--- src/rtl/wsteer_pkg.sv ---
// Shared constants, types and the CORDIC arctangent table for the steering block
`timescale 1ns / 1ps

package wsteer_pkg;

    // Default sizing
    localparam int WS_MAX_WAYPOINTS = 256;
    localparam int WS_CORDIC_STEPS  = 16;

    // Item modes
    localparam logic [1:0] MODE_LOAD  = 2'd0;
    localparam logic [1:0] MODE_PLACE = 2'd1;
    localparam logic [1:0] MODE_MOVE  = 2'd2;

    // Configuration register indexes
    localparam int CFG_INDEX_W = 2;
    localparam int CFG_DATA_W  = 16;
    localparam logic [CFG_INDEX_W-1:0] REG_SPEED     = 2'd0;
    localparam logic [CFG_INDEX_W-1:0] REG_PROXIMITY = 2'd1;
    localparam logic [CFG_INDEX_W-1:0] REG_COUNT     = 2'd2;

    // Shared multiplier operand widths
    localparam int MUL_A_W = 18;
    localparam int MUL_B_W = 32;
    localparam int MUL_P_W = 50;

    // CORDIC datapath widths
    localparam int CRD_XY_W    = 36;
    localparam int CRD_Z_W     = 34;
    localparam int ATAN_IDX_W  = 5;
    localparam logic signed [CRD_XY_W-1:0] GAIN_INV = 36'sd652032874;

    // Sequencer to CORDIC control and status
    typedef struct packed {
        logic start;
        logic vec;
    } crd_ctl_t;

    typedef struct packed {
        logic busy;
    } crd_sts_t;

    // atan(2^-i) in 2^32 units per turn
    function automatic logic [31:0] atan_ent(input logic [ATAN_IDX_W-1:0] idx);
        logic [31:0] r;
        case (idx)
            5'd0:    r = 32'h20000000;
            5'd1:    r = 32'h12E4051E;
            5'd2:    r = 32'h09FB385B;
            5'd3:    r = 32'h051111D4;
            5'd4:    r = 32'h028B0D43;
            5'd5:    r = 32'h0145D7E1;
            5'd6:    r = 32'h00A2F61E;
            5'd7:    r = 32'h00517C55;
            5'd8:    r = 32'h0028BE53;
            5'd9:    r = 32'h00145F2F;
            5'd10:   r = 32'h000A2F98;
            5'd11:   r = 32'h000517CC;
            5'd12:   r = 32'h00028BE6;
            5'd13:   r = 32'h000145F3;
            5'd14:   r = 32'h0000A2F9;
            5'd15:   r = 32'h0000517C;
            5'd16:   r = 32'h000028BE;
            5'd17:   r = 32'h0000145F;
            5'd18:   r = 32'h00000A2F;
            5'd19:   r = 32'h00000517;
            5'd20:   r = 32'h0000028B;
            5'd21:   r = 32'h00000145;
            5'd22:   r = 32'h000000A2;
            5'd23:   r = 32'h00000051;
            default: r = 32'h00000000;
        endcase
        return r;
    endfunction

endpackage

--- src/rtl/wsteer_mul.sv ---
// Shared signed multiplier with registered product and hold enable
`timescale 1ns / 1ps

module wsteer_mul import wsteer_pkg::*; (
    input  logic                      clk,
    input  logic                      en,
    input  logic signed [MUL_A_W-1:0] a,
    input  logic signed [MUL_B_W-1:0] b,
    output logic signed [MUL_P_W-1:0] p
);

    logic signed [MUL_P_W-1:0] p_reg;
    logic signed [MUL_P_W-1:0] p_next;

    // full-precision product
    assign p_next = MUL_P_W'(a) * MUL_P_W'(b);

    always_ff @(posedge clk)
    begin
        if (en)
        begin
            p_reg <= p_next;
        end
    end

    assign p = p_reg;

endmodule

--- config.mk ---
export PLATFORM = sky130hd
export DESIGN_NAME = wsteer_mul
export DESIGN_NICKNAME = d
export VERILOG_FILES = /design/src/rtl/wsteer_pkg.sv /design/src/rtl/wsteer_mul.sv
export SDC_FILE = /design/constraint.sdc
export NUM_CORES = 2
export LEC_CHECK = 0
export BUFFER_PORTS_ARGS = -buffer_cell sky130_fd_sc_hd__buf_2
export CAP_MARGIN = 20
export CORE_ASPECT_RATIO = 0.8
export CORE_UTILIZATION = 40
export CTS_CLUSTER_DIAMETER = 40
export DETAILED_ROUTE_END_ITERATION = 16
export PLACE_DENSITY = 0.68
export SLEW_MARGIN = 30
export SYNTH_ARGS = -nofsm -noshare
export SYNTH_HDL_FRONTEND = slang
export SYNTH_SLANG_ARGS = --single-unit
--- constraint.sdc ---
create_clock -name clk -period 6 [get_ports clk]
set_clock_uncertainty 0.1 [all_clocks]
set_input_delay 0 -clock clk [delete_from_list [all_inputs] [get_ports clk]]
set_output_delay 0 -clock clk [all_outputs]
set_load 0.02 [all_outputs]
Word-level counts from Yosys, hierarchy flattened
Index checks and enable logic that the tools add are counted.
{"block": "classes", "mul": 1}
{"op": "18-bit by 32-bit multiplier with 50-bit output", "count": 1}
{"block": "totals", "regBits": 50, "input_bits": 52}

Depth between registers and ports, before layout
{"block": "depth", "ltp_word": 1, "depth_mapped": 25}

Least setup slack after synthesis
Ideal clock, no wire load.
{"block": "synth_path", "path_kind": "input to register", "start": "input b[19]", "end": "register p_reg[41], in the netlist p[41] (data pin)", "arrival_ns": 5.670, "required_time_ns": 5.638, "path_slack_ns": -0.032, "path_stages": 21, "n_path_buf": 2, "path_cell_list": "clkbuf_1 > clkbuf_1 > nand2_1 > fa_1 > fa_1 > fa_1 > inv_1 > fa_1 > fa_1 > inv_1 > fa_1 > inv_1 > ha_1 > a2111oi_4 > o21ai_2 > a31oi_2 > nor2_1 > or3b_4 > a311o_1 > a211oi_1 > nor2_1"}
{"block": "synth_between", "elab_chain_cells": 1}
{"item": "start: declaration", "line_no": "wsteer_mul.sv:8", "text": "input logic signed [MUL_B_W-1:0] b,"}
{"item": "18-bit by 32-bit multiplier with 50-bit output", "line_no": "wsteer_mul.sv:16", "text": "assign p_next = MUL_P_W'(a) * MUL_P_W'(b);"}
{"item": "via p_next[41]", "line_no": "wsteer_mul.sv:13", "text": "logic signed [MUL_P_W-1:0] p_next;"}
{"item": "end signal: assignment", "line_no": "wsteer_mul.sv:22", "text": "p_reg <= p_next;"}
{"item": "end: declaration", "line_no": "wsteer_mul.sv:12", "text": "logic signed [MUL_P_W-1:0] p_reg;"}
The timed path passes the listed nets, and every way through them passes these cells.
A chain may end at the register's enable or synchronous reset.

Final worst setup path
{"block": "layout_path", "start": "input a[13]", "end": "register p_reg[49], in the netlist p[49] (data pin)"}
{"block": "layout_between", "elab_chain_cells": 1}
{"item": "start: declaration", "line_no": "wsteer_mul.sv:7", "text": "input logic signed [MUL_A_W-1:0] a,"}
{"item": "18-bit by 32-bit multiplier with 50-bit output", "line_no": "wsteer_mul.sv:16"}
{"item": "via p_next[49]", "line_no": "wsteer_mul.sv:13"}
The timed path passes the listed nets, and every way through them passes these cells.

==> impl_metrics.ini <==
[status]
status = finished, final reports clean

[setup_path]
worstPathMaxFanout = 6
startpoint = a[13]
cp-start-kind = input port
crit_type = input port to flop
worstPathArrival_ns = 5.96
crit_required_ns = 5.99
cp-end-kind = flop

[clock_tree]
root_buffer = clkbuf_16
htreeDepth = 2
hold_buffers = 0
cts_tree = built
clock_path_buffers = 2
cts.clk_slew.worst_paths_ns = 0.08
numCtsBuffers = 5
cts_sinks = 50

[cells_and_area]
final_cell_mix = 611 x inv_1, 530 x fa_1, 337 x nand2_1
largest_reg_flops = 50
final_common_cell = inv_1
fin_nets = 3301
fillCellCount = 4801
final_util = 0.486
final_layout_size_suffix_gt1_frac = 0.189
areaGrowthSynthToFinish_pct = 19.7

[die]
die_h_microns = 209
io_pins = 102
core-area_sq_um = 52600
initial_utilization = 0.406
die_area_sq_um = 54300
num_rows = 75
dieWidth_microns = 260

[yosys]
synth.avg_cell_area_sq_um = 9.29
synth_seq_cells = 50
yosysUniqueCellTypes = 56
syn_nets = 3022
synth-edff-count = 50
ys_seq_area_frac = 0.0704
synth_area_sq_um = 21300
synth_warnings = 0
synth.largest_area_cell = fa_1
synth_cells = 2296
yosys_most_used_dff = edfxtp_1
synth_top_area_frac = 0.519
async_flop_share = 0
synthTopCellsByArea = fa_1 52%, inv_1 11%, ha_1 7.1%

[sta]
worst_pin_slew_ns = 0.826
final.period_utilization = 0.995
hold_viol = 0
slew_violations = 0
fmax_mhz = 168
setup_viol = 0
relSlewSlack = 0.450
period_needed_ns = 5.97
rsz0062_at_grt = yes

[global_routing]
antenna_found_initial = 5
grt_pass1_vias = 17900
met3_usage = 0.0543
use_met2 = 0.366
grt_use_total = 0.226
grt.met1_usage = 0.299
gr-total-overflow = 0
busiest_layer = met2
grt_max_degree = 51
grt_pass1_wl_microns = 94500

[run]
maxCapViolCount = 0

[placed_design]
hpwl_microns = 49300
gp_congestion = 0.897
port_buffers = 101

[routing]
drc_errors = 0
vias = 16100
ant_nets = 0
wl_microns = 59000
via_per_inst = 4.92
dr.first_iter.drc_count = 861
routedWlPerCell_microns = 18.0
dr.pass1.iters = 7

[worst_hold_path]
min_path_type = input port to flop
hold-path-cell-count = 3
hold_path_startpoint = b[0]
hold_end = p[0]$_DFFE_PP_
==> through the flow <==
step           setup TNS, ns  setup slack [ns]  hold slack [ns]  area [sq um]  std cells
2_1_floorplan              0            0.0215           0.0125         21300       2296
3_3_place_gp           -9.36            -0.781            0.344         24400       3240
3_5_place_dp          -11.19            -0.837            0.344         24400       3240
4_1_cts                    0           0.00362            0.110         24700       3249
5_1_grt               -0.260           -0.0970            0.138         25500       3271
6_report                   0            0.0316            0.130         25500       3274
==> how the worst max path moves through the flow <==
stage,endpoint
final,p[49]$_DFFE_PP_
after floorplan,p[41]$_DFFE_PP_
after detailed placement,p[48]$_DFFE_PP_
after global placement,p[48]$_DFFE_PP_
after CTS,p[49]$_DFFE_PP_
after global routing,p[49]$_DFFE_PP_
==> routing by layer <==
| metal | share of wire | wire, microns | vias up |
|---|---|---|---|
| li1 | - | - | 7136 |
| met1 | 0.41 | 24500 | 8331 |
| met2 | 0.48 | 28100 | 561 |
| met3 | 0.081 | 4770 | 89 |
| met4 | 0.027 | 1590 | 2 |
| met5 | 0.00022 | 13 | - |
==> cell families after synthesis <==
family	share of synthesized area
adder cells (fa/ha/maj)	0.590
XOR/XNOR	0.0205
AND/OR/NAND/NOR	0.147
AO/OA/AOI/OAI	0.0434
multiplexers	0.000469
buffers and inverters	0.128
flip-flops	0.0704
==> worst max-delay path, stage by stage <==
cell	delay (ns)
buf_2	0.14
buf_12	0.16
buf_12	0.12
nand2_1	0.07
fa_1	0.51
inv_1	0.06
fa_1	0.58
fa_1	0.44
fa_1	0.48
fa_1	0.51
inv_1	0.06
fa_1	0.48
inv_1	0.07
ha_4	0.28
nand2_1	0.08
nor2_2	0.18
nand4_1	0.21
a2111oi_4	0.37
buf_4	0.22
nor2_4	0.05
a31oi_1	0.20
buf_4	0.17
o41ai_4	0.07
o31ai_2	0.29
xnor2_1	0.12
==> cell usage after synthesis, drive strengths merged, types with 2 or more instances <==
cell type / number
a21o: 17
and3: 3
buf: 3
clkbuf: 99
ha: 121
nand2: 340
a21boi: 2
nand2b: 14
o21bai: 6
and2: 231
o21ai: 25
nand4: 4
xnor2: 35
a311o: 2
edfxtp: 50
xor2: 15
nor2b: 3
a311oi: 2
o31ai: 2
a211oi: 5
a2111oi: 2
nor2: 44
o211ai: 6
nor3: 6
a21oi: 46
nand3: 4
o21a: 7
a31oi: 10
inv: 623
fa: 553
==> layout make-up <==
type / count / area [sq um] / share of cell area
timing repair buffer: 374 / 3020 / 0.118
clock buffer: 7 / 133 / 0.00519
sequential: 50 / 1500 / 0.0588
antenna: 5 / 12.5 / 0.000490
tap: 693 / 867 / 0.0339
multi-input combinational: 1520 / 17600 / 0.690
inverter: 624 / 2340 / 0.0918
clock inverter: 1 / 30.0 / 0.00118
==> repair_timing <==
action,4_1_cts,5_1_grt
resized for setup,30,156
setup buffers,1,19
pin swaps,4,60
cloned,0,1
endpoints found under the setup margin,14,14
hold endpoints to repair,0,0
Power is not shown: default switching activity piles up to over one toggle a cycle in this logic, so the estimate is an artifact.
