## config.mk

```make
export PLATFORM = sky130hd
export DESIGN_NAME = wsteer_cordic
export DESIGN_NICKNAME = d
export VERILOG_FILES = /design/src/rtl/wsteer_pkg.sv /design/src/rtl/wsteer_cordic.sv
export SDC_FILE = /design/constraint.sdc
export NUM_CORES = 1
export LEC_CHECK = 0
export BUFFER_PORTS_ARGS = -buffer_cell sky130_fd_sc_hd__buf_4
export CELL_PAD_IN_SITES_DETAIL_PLACEMENT = 0
export CELL_PAD_IN_SITES_GLOBAL_PLACEMENT = 1
export CORE_MARGIN = 5
export CORE_UTILIZATION = 45
export CTS_CLUSTER_SIZE = 30
export DETAILED_ROUTE_END_ITERATION = 12
export MAX_ROUTING_LAYER = met4
export PLACE_DENSITY = 0.91
export SLEW_MARGIN = 20
export SYNTH_ARGS = -nofsm -noshare
export SYNTH_HDL_FRONTEND = slang
export SYNTH_SLANG_ARGS = --single-unit
export TNS_END_PERCENT = 20
```

## constraint.sdc

```tcl
create_clock -name clk -period 8.25 [get_ports clk]
set_input_delay 0.825 -clock clk [delete_from_list [all_inputs] [get_ports clk]]
set_output_delay 0.825 -clock clk [all_outputs]
set_load 0.005 [all_outputs]
```

## src/rtl/wsteer_pkg.sv

```systemverilog
// Shared constants, types and the CORDIC arctangent table for the steering block
`timescale 1ns / 1ps

package wsteer_pkg;

    // Default sizing
    localparam int WS_MAX_WAYPOINTS = 256;
    localparam int WS_CORDIC_STEPS  = 16;

    // Item modes
    localparam logic [1:0] MODE_LOAD  = 2'd0;
    localparam logic [1:0] MODE_PLACE = 2'd1;
    localparam logic [1:0] MODE_MOVE  = 2'd2;

    // Configuration register indexes
    localparam int CFG_INDEX_W = 2;
    localparam int CFG_DATA_W  = 16;
    localparam logic [CFG_INDEX_W-1:0] REG_SPEED     = 2'd0;
    localparam logic [CFG_INDEX_W-1:0] REG_PROXIMITY = 2'd1;
    localparam logic [CFG_INDEX_W-1:0] REG_COUNT     = 2'd2;

    // Shared multiplier operand widths
    localparam int MUL_A_W = 18;
    localparam int MUL_B_W = 32;
    localparam int MUL_P_W = 50;

    // CORDIC datapath widths
    localparam int CRD_XY_W    = 36;
    localparam int CRD_Z_W     = 34;
    localparam int ATAN_IDX_W  = 5;
    localparam logic signed [CRD_XY_W-1:0] GAIN_INV = 36'sd652032874;

    // Sequencer to CORDIC control and status
    typedef struct packed {
        logic start;
        logic vec;
    } crd_ctl_t;

    typedef struct packed {
        logic busy;
    } crd_sts_t;

    // atan(2^-i) in 2^32 units per turn
    function automatic logic [31:0] atan_ent(input logic [ATAN_IDX_W-1:0] idx);
        logic [31:0] r;
        case (idx)
            5'd0:    r = 32'h20000000;
            5'd1:    r = 32'h12E4051E;
            5'd2:    r = 32'h09FB385B;
            5'd3:    r = 32'h051111D4;
            5'd4:    r = 32'h028B0D43;
            5'd5:    r = 32'h0145D7E1;
            5'd6:    r = 32'h00A2F61E;
            5'd7:    r = 32'h00517C55;
            5'd8:    r = 32'h0028BE53;
            5'd9:    r = 32'h00145F2F;
            5'd10:   r = 32'h000A2F98;
            5'd11:   r = 32'h000517CC;
            5'd12:   r = 32'h00028BE6;
            5'd13:   r = 32'h000145F3;
            5'd14:   r = 32'h0000A2F9;
            5'd15:   r = 32'h0000517C;
            5'd16:   r = 32'h000028BE;
            5'd17:   r = 32'h0000145F;
            5'd18:   r = 32'h00000A2F;
            5'd19:   r = 32'h00000517;
            5'd20:   r = 32'h0000028B;
            5'd21:   r = 32'h00000145;
            5'd22:   r = 32'h000000A2;
            5'd23:   r = 32'h00000051;
            default: r = 32'h00000000;
        endcase
        return r;
    endfunction

endpackage

```

## src/rtl/wsteer_cordic.sv

```systemverilog
// Iterative CORDIC unit, one micro-rotation per cycle, vectoring or rotation mode
`timescale 1ns / 1ps

module wsteer_cordic import wsteer_pkg::*; #(
    parameter int STEPS = WS_CORDIC_STEPS
) (
    input  logic                       clk,
    input  logic                       rst_n,
    input  crd_ctl_t                   ctl,
    input  logic signed [CRD_XY_W-1:0] x_in,
    input  logic signed [CRD_XY_W-1:0] y_in,
    input  logic signed [CRD_Z_W-1:0]  z_in,
    output crd_sts_t                   sts,
    output logic signed [CRD_XY_W-1:0] x_out,
    output logic signed [CRD_XY_W-1:0] y_out,
    output logic signed [CRD_Z_W-1:0]  z_out
);

    localparam int CNT_W = (STEPS > 1) ? $clog2(STEPS) : 1;
    localparam logic [CNT_W-1:0] LAST = CNT_W'(STEPS - 1);

    logic                       run_reg;
    logic                       vec_reg;
    logic [CNT_W-1:0]           cnt_reg;
    logic signed [CRD_XY_W-1:0] x_reg;
    logic signed [CRD_XY_W-1:0] y_reg;
    logic signed [CRD_Z_W-1:0]  z_reg;
    logic signed [CRD_XY_W-1:0] x_next;
    logic signed [CRD_XY_W-1:0] y_next;
    logic signed [CRD_Z_W-1:0]  z_next;
    logic signed [CRD_XY_W-1:0] xs;
    logic signed [CRD_XY_W-1:0] ys;
    logic signed [CRD_Z_W-1:0]  tab;
    logic                       ccw;

    // one micro-rotation: shift, add/sub and angle update
    always_comb
    begin
        xs  = x_reg >>> cnt_reg;
        ys  = y_reg >>> cnt_reg;
        tab = CRD_Z_W'(atan_ent(ATAN_IDX_W'(cnt_reg)));
        ccw = vec_reg ? (y_reg <= 0) : (z_reg >= 0);
        if (ccw)
        begin
            x_next = x_reg - ys;
            y_next = y_reg + xs;
            z_next = z_reg - tab;
        end
        else
        begin
            x_next = x_reg + ys;
            y_next = y_reg - xs;
            z_next = z_reg + tab;
        end
    end

    // step counter
    always_ff @(posedge clk or negedge rst_n)
    begin
        if (!rst_n)
        begin
            run_reg <= 1'b0;
            cnt_reg <= '0;
            vec_reg <= 1'b0;
        end
        else if (ctl.start)
        begin
            run_reg <= 1'b1;
            cnt_reg <= '0;
            vec_reg <= ctl.vec;
        end
        else if (run_reg)
        begin
            if (cnt_reg == LAST)
            begin
                run_reg <= 1'b0;
            end
            else
            begin
                cnt_reg <= cnt_reg + 1'b1;
            end
        end
    end

    // working vector
    always_ff @(posedge clk)
    begin
        if (ctl.start)
        begin
            x_reg <= x_in;
            y_reg <= y_in;
            z_reg <= z_in;
        end
        else if (run_reg)
        begin
            x_reg <= x_next;
            y_reg <= y_next;
            z_reg <= z_next;
        end
    end

    assign sts.busy = run_reg;
    assign x_out    = x_reg;
    assign y_out    = y_reg;
    assign z_out    = z_reg;

endmodule

```

# Yosys cells after proc, flatten, opt, wreduce, memory -nomap -nowiden
# Memory sizes are Yosys's and may differ from the RTL's.
# Index checks and enable logic that the tools add are counted.
[word_totals]
register_bits = 112
mem_bits_ro = 480
in_bits = 110
out_inout_bits = 107
word_cells = 38
mem_count = 1
[classes]
n_addsub = 7
n_lt_le_gt_ge = 2
n_eq_ne = 2
shifts = 2
muxes = 16
n_reduce_logical = 2
[mem_list]
columns = ["name", "depth", "width", "rd", "rd_clocked_by_memory_dff", "wr", "line_no", "rtl"]
rows = [
  ["(name not given)", 16, 30, 1, 0, 0, "wsteer_pkg.sv:46", "case (idx)"],
]
[op_table]
columns = ["operator", "count"]
rows = [
  ["$mux 36", 6],
  ["$mux 34", 3],
  ["$add 36x36->36", 2],
  ["$sshr 36x4->36", 2],
  ["$sub 36x36->36", 2],
  ["$le 36x1->1 const B", 1],
  ["$add 34x33->34", 1],
  ["$ge 34x1->1 const B", 1],
  ["$sub 34x33->34", 1],
  ["$mux 4", 3],
  ["$add 4x1->4 const B", 1],
  ["$eq 4x4->1 const B", 1],
  ["$mux 1", 4],
  ["$ne 2x2->1 const B", 1],
  ["$reduce_and 2->1", 1],
  ["$reduce_bool 2->1", 1],
]

# Depth between registers and ports, before layout
[depth]
ltp_word = 5
ltp_mapped = 31
depth_no_buf = 23

# Least setup slack after synthesis
# OpenSTA, ideal clock, no wires.
[synth_path]
path_type = "reg-to-reg"
start = "register cnt_reg[0]"
end = "register z_reg[33] (netlist: z_out[33]) (data pin)"
setup_time_ns = 0.188
arrival_time_ns = 6.429
t_required_ns = 8.062
setup_slack_ns = 1.633
path_stages_with_launch = 28
path_buffers = 8
path_cell_list = "dfrtp_1 > buf_2 > inv_2 > buf_2 > buf_2 > buf_2 > clkbuf_1 > buf_1 > ha_1 > clkbuf_1 > nor2_1 > a211oi_1 > a21oi_1 > ha_1 > nand3_1 > nor2_1 > a21oi_2 > xnor2_1 > ha_1 > clkbuf_1 > nand4_1 > or4_1 > or4_1 > a31o_2 > a21oi_1 > nor2_1 > mux2i_1 > o41ai_1"
[synth_between]
elab_chain_cells = 5
word_cells_on_any_way = 6
[synth_lines]
columns = ["item", "line_no", "rtl"]
rows = [
  ["from (decl)", "wsteer_cordic.sv:24", "logic [CNT_W-1:0] cnt_reg;"],
  ["from (signal assigned)", "wsteer_cordic.sv:80", "cnt_reg <= cnt_reg + 1'b1;"],
  ["$mem_v2 16x30 (*)", "n/a", ""],
  ["$add 34x33->34 or $sub 34x33->34 (tied branches)", "wsteer_cordic.sv:53, wsteer_cordic.sv:47", ""],
  ["$mux 34 (*)", "wsteer_cordic.sv:43", "if (ccw)"],
  ["$mux 34 (*)", "wsteer_cordic.sv:94", "else if (run_reg)"],
  ["$mux 34 (*)", "wsteer_cordic.sv:88", "if (ctl.start)"],
  ["to (signal assigned)", "wsteer_cordic.sv:92", "z_reg <= z_in;"],
  ["to (signal assigned)", "wsteer_cordic.sv:98", "z_reg <= z_next;"],
  ["to (decl)", "wsteer_cordic.sv:27", "logic signed [CRD_Z_W-1:0] z_reg;"],
]
# Every way passes the cells marked *; elsewhere a longest branch is shown, timed or not. The select of a mux whose other input is x is not followed.
# A chain may end at the register's enable or synchronous reset.

# Worst setup path after layout
[layout_path]
start = "register cnt_reg[1]"
end = "register y_reg[35] (netlist: y_out[35]) (data pin)"
[layout_between]
elab_chain_cells = 5
word_cells_on_any_way = 6
[layout_lines]
columns = ["item", "line_no", "rtl"]
rows = [
  ["$sshr 36x4->36 (*)", "wsteer_cordic.sv:39", "xs = x_reg >>> cnt_reg;"],
  ["$sub 36x36->36 or $add 36x36->36 (tied branches)", "wsteer_cordic.sv:52, wsteer_cordic.sv:46", ""],
  ["$mux 36 (*)", "wsteer_cordic.sv:43", ""],
  ["$mux 36 (*)", "wsteer_cordic.sv:94", ""],
  ["$mux 36 (*)", "wsteer_cordic.sv:88", ""],
  ["to (signal assigned)", "wsteer_cordic.sv:91", "y_reg <= y_in;"],
  ["to (signal assigned)", "wsteer_cordic.sv:97", "y_reg <= y_next;"],
  ["to (decl)", "wsteer_cordic.sv:26", "logic signed [CRD_XY_W-1:0] y_reg;"],
]
# Marked as above.

==> impl_results.rst <==
.. list-table::
   :header-rows: 1

   * - Metric
     - Value
   * - Result of the run
     - complete, no violations
   * - Final Max Tran Viols
     - 0
   * - Post-cts resize count
     - 0
   * - Slowest stage cell, crit path
     - dfrtp_4
   * - Number of distinct library cells after synthesis
     - 88
   * - Flip-flop and latch count after synthesis
     - 112
   * - Final-layout setup total negative slack
     - 0 ps
   * - Master cell of the clock root buffer
     - clkbuf_16
   * - Sequential-to-total area share from yosys stat
     - 0.204
   * - Cell Count, Final, Fillers Out
     - 2582
   * - Kind of cell with the highest combined delay on the critical path
     - simple AND/OR/NAND/NOR gates
   * - Clock-pin slew on the worst setup and hold paths
     - 80 ps
   * - Wire length of the first global-routing pass
     - 86300 um
   * - Final routed wirelength across all metal layers
     - 54400 um
   * - Filler cells
     - 3493
   * - Post-synthesis async set-or-reset flop share
     - 0.0536
   * - Pin count of the biggest net entering global routing
     - 90
   * - Max-cap violations
     - 0
   * - Required time reported for the critical path endpoint
     - 8380 ps
   * - CTS Sinks
     - 112
   * - Worst path buffer plus inverter count
     - 1
   * - Post-CTS setup repair buffer count
     - 0
   * - Mapped Cells
     - 1982
   * - FMAX
     - 0.147 GHz
   * - Global Route Usage Sum
     - 0.269
   * - Count of synthesis-stage warnings from yosys
     - 0
   * - Series of cell instances along the critical path
     - buf_4 -> mux4_2 -> mux4_2 -> nor2_1 -> o211ai_1 -> nand4bb_1 -> nor4_1 -> nor2_1 -> xor2_1 -> ha_1 -> a211oi_1 -> a21oi_1 -> or2_2 -> a31oi_1 -> o211ai_1 -> a41oi_1 -> o21ai_0 -> xnor2_1 -> o21ai_1
   * - Die extent in y
     - 200 um
   * - Skew final
     - 16.8 ps
   * - Ant diodes
     - 0
   * - Antenna violations before repair
     - 0
   * - Fraction of final layout cells with drive strength greater than 1
     - 0.180
   * - Final weighted congestion in routability-driven placement
     - 0.947
   * - Nature of the critical path endpoint
     - register
   * - Critical path startpoint category
     - register
   * - Maximum count of clock buffers along a single path
     - 2
   * - CP Max Fanout
     - 70
   * - Mapped cell area
     - 16300 um2
   * - Overall overflow remaining after global route
     - 0
   * - DIE WIDTH
     - 200 um
   * - Post-synthesis net count
     - 2210
   * - Clock tree from TritonCTS
     - yes
   * - Stage delay of the slowest cell on the critical path
     - 1080 ps
   * - Average cell area after synthesis
     - 8.23 um2
   * - I/O pins
     - 217
   * - Total via count in the routed design
     - 16006
   * - Actual slew at the worst max-slew pin
     - 1000 ps
   * - Most common cell after layout, fill and taps aside
     - nand2_1
   * - Number of enable-type register cells in the synthesized netlist
     - 106
   * - Worst slew slack as a fraction of its limit
     - 0.332
   * - Post-CTS Hold Buffers
     - 0
   * - Number of instances in the placed design
     - 2566
   * - Die Footprint
     - 40200 um2
   * - Post-route ant nets
     - 0
   * - Setup repair after global routing missed its margin
     - false
   * - Top flip-flop cell by instance count after synthesis
     - edfxtp_1
   * - Part of the cycle the worst path needs
     - 0.826
   * - Minimum period implied by the final worst setup slack
     - 6810 ps
   * - Number of port buffers
     - 216
   * - Ratio of routed vias to standard cells
     - 6.20
   * - Clock insertion delay at the later pin of the skew report
     - 390 ps
   * - Net count of the finished layout
     - 2344
   * - Final HPWL DP
     - 42000 um
   * - WL per Instance
     - 21.1 um
   * - Class of the most critical setup path
     - reg2reg
   * - DRT Pass-1 Iters
     - 6
   * - Initial core utilization
     - 0.458
   * - Number of H-tree branching levels
     - 3
   * - Number of buffers added by the clock tree synthesis step
     - 9
   * - Number of global-route vias before repair
     - 15720
   * - Commonest cells after routing, fill and taps aside
     - nand2_1, buf_4, o21ai_0
   * - Number of hold violations in the final report
     - 0
   * - Detailed Route Iter0 Violations
     - 1303
   * - Core Area
     - 35700 um2
   * - Min-delay worst type
     - in2async
   * - Data arrival at the endpoint of the critical path
     - 6940 ps
   * - Synthesis-to-layout area growth
     - 12.9%
   * - Cell row count
     - 69
   * - Total of endpoints with negative setup slack in the final report
     - 0
   * - Number of remaining DRC errors
     - 0
## cells in the mapped netlist (21+ instances only)
| cell type | instances | area share |
|---|---|---|
| xnor2_1 | 99 | 0.053 |
| a211oi_1 | 25 | 0.012 |
| o31ai_1 | 21 | 0.0097 |
| nand2_1 | 277 | 0.064 |
| inv_1 | 65 | 0.015 |
| a21oi_1 | 165 | 0.051 |
| buf_1 | 23 | 0.0053 |
| nor2_1 | 119 | 0.027 |
| clkbuf_1 | 57 | 0.013 |
| edfxtp_1 | 106 | 0.20 |
| nor3_1 | 29 | 0.0089 |
| buf_2 | 21 | 0.0064 |
| o21ai_0 | 190 | 0.058 |
| a31oi_1 | 25 | 0.0096 |
| nand3_1 | 38 | 0.012 |
| mux2_2 | 31 | 0.021 |
| ha_1 | 115 | 0.088 |
| mux2i_1 | 66 | 0.040 |
| xor2_1 | 80 | 0.043 |
| mux4_2 | 63 | 0.087 |
| nand2b_1 | 26 | 0.010 |
| a21o_1 | 45 | 0.021 |
## path summary, 6_finish.rpt
check | from | to | slack (ps) | cells past startpoint
worst max-delay path | cnt_reg[1] | y_out[35] | 1440 | 19
worst min-delay path | rst_n | cnt_reg[2] | 220 | 1
worst max register to register | cnt_reg[1] | y_out[35] | 1440 | 19
worst min register to register | vec_reg | vec_reg | 550 | 2
max in group asynchronous | rst_n | cnt_reg[1] | 7900 | 1
min in group clk | vec_reg | vec_reg | 550 | 2
## worst register-to-register path: stages (launching register included)
cell	delay (ps)
dfrtp_4	1080
buf_4	600
mux4_2	610
mux4_2	540
nor2_1	160
o211ai_1	160
nand4bb_1	300
nor4_1	660
nor2_1	110
xor2_1	180
ha_1	370
a211oi_1	340
a21oi_1	100
or2_2	290
a31oi_1	170
o211ai_1	150
a41oi_1	320
o21ai_0	160
xnor2_1	170
o21ai_1	70
## through the flow
stage | utilization | hold slack, ps | area, um2 | setup WS [ps]
detailed placement | 0.509 | 546 | 18200 | 1450
floorplan | - | 512 | 16300 | 1630
global placement | 0.509 | 547 | 18200 | 1580
CTS | 0.517 | 209 | 18400 | 1430
global route | 0.517 | 217 | 18400 | 727
finish | 0.517 | 223 | 18400 | 1440
## logic make-up (layout without fill, tap and decap cells)
family	after synthesis	count (layout)	share of synthesized area
XOR/XNOR	179	179	0.0961
buffers and inverters	179	318	0.0473
adder cells (fa/ha/maj)	118	118	0.0919
flip-flops	112	112	0.204
AND/OR/NAND/NOR	623	623	0.178
AO/OA/AOI/OAI	608	608	0.230
multiplexers	163	163	0.152
## area by class of cell
| cell class | count | area, um2 | area share |
|---|---|---|---|
| clock inverter | 6 | 36.3 | 0.00197 |
| sequential | 112 | 3350 | 0.182 |
| clock buffer | 10 | 229 | 0.0124 |
| timing repair buffer | 234 | 1760 | 0.0955 |
| tap | 461 | 577 | 0.0313 |
| inverter | 68 | 256 | 0.0139 |
| multi-input combinational | 1691 | 12200 | 0.663 |
## routing by layer
metal / GRT usage / share of wire / vias up
li1: - / - / 7632
met1: 0.332 / 0.41 / 7546
met2: 0.445 / 0.48 / 692
met3: 0.0409 / 0.069 / 136
met4: 0.109 / 0.043 / 0
met5: - / 0 / -
Power is not shown: default switching activity piles up to over one toggle a cycle in this logic, so the estimate is an artifact.
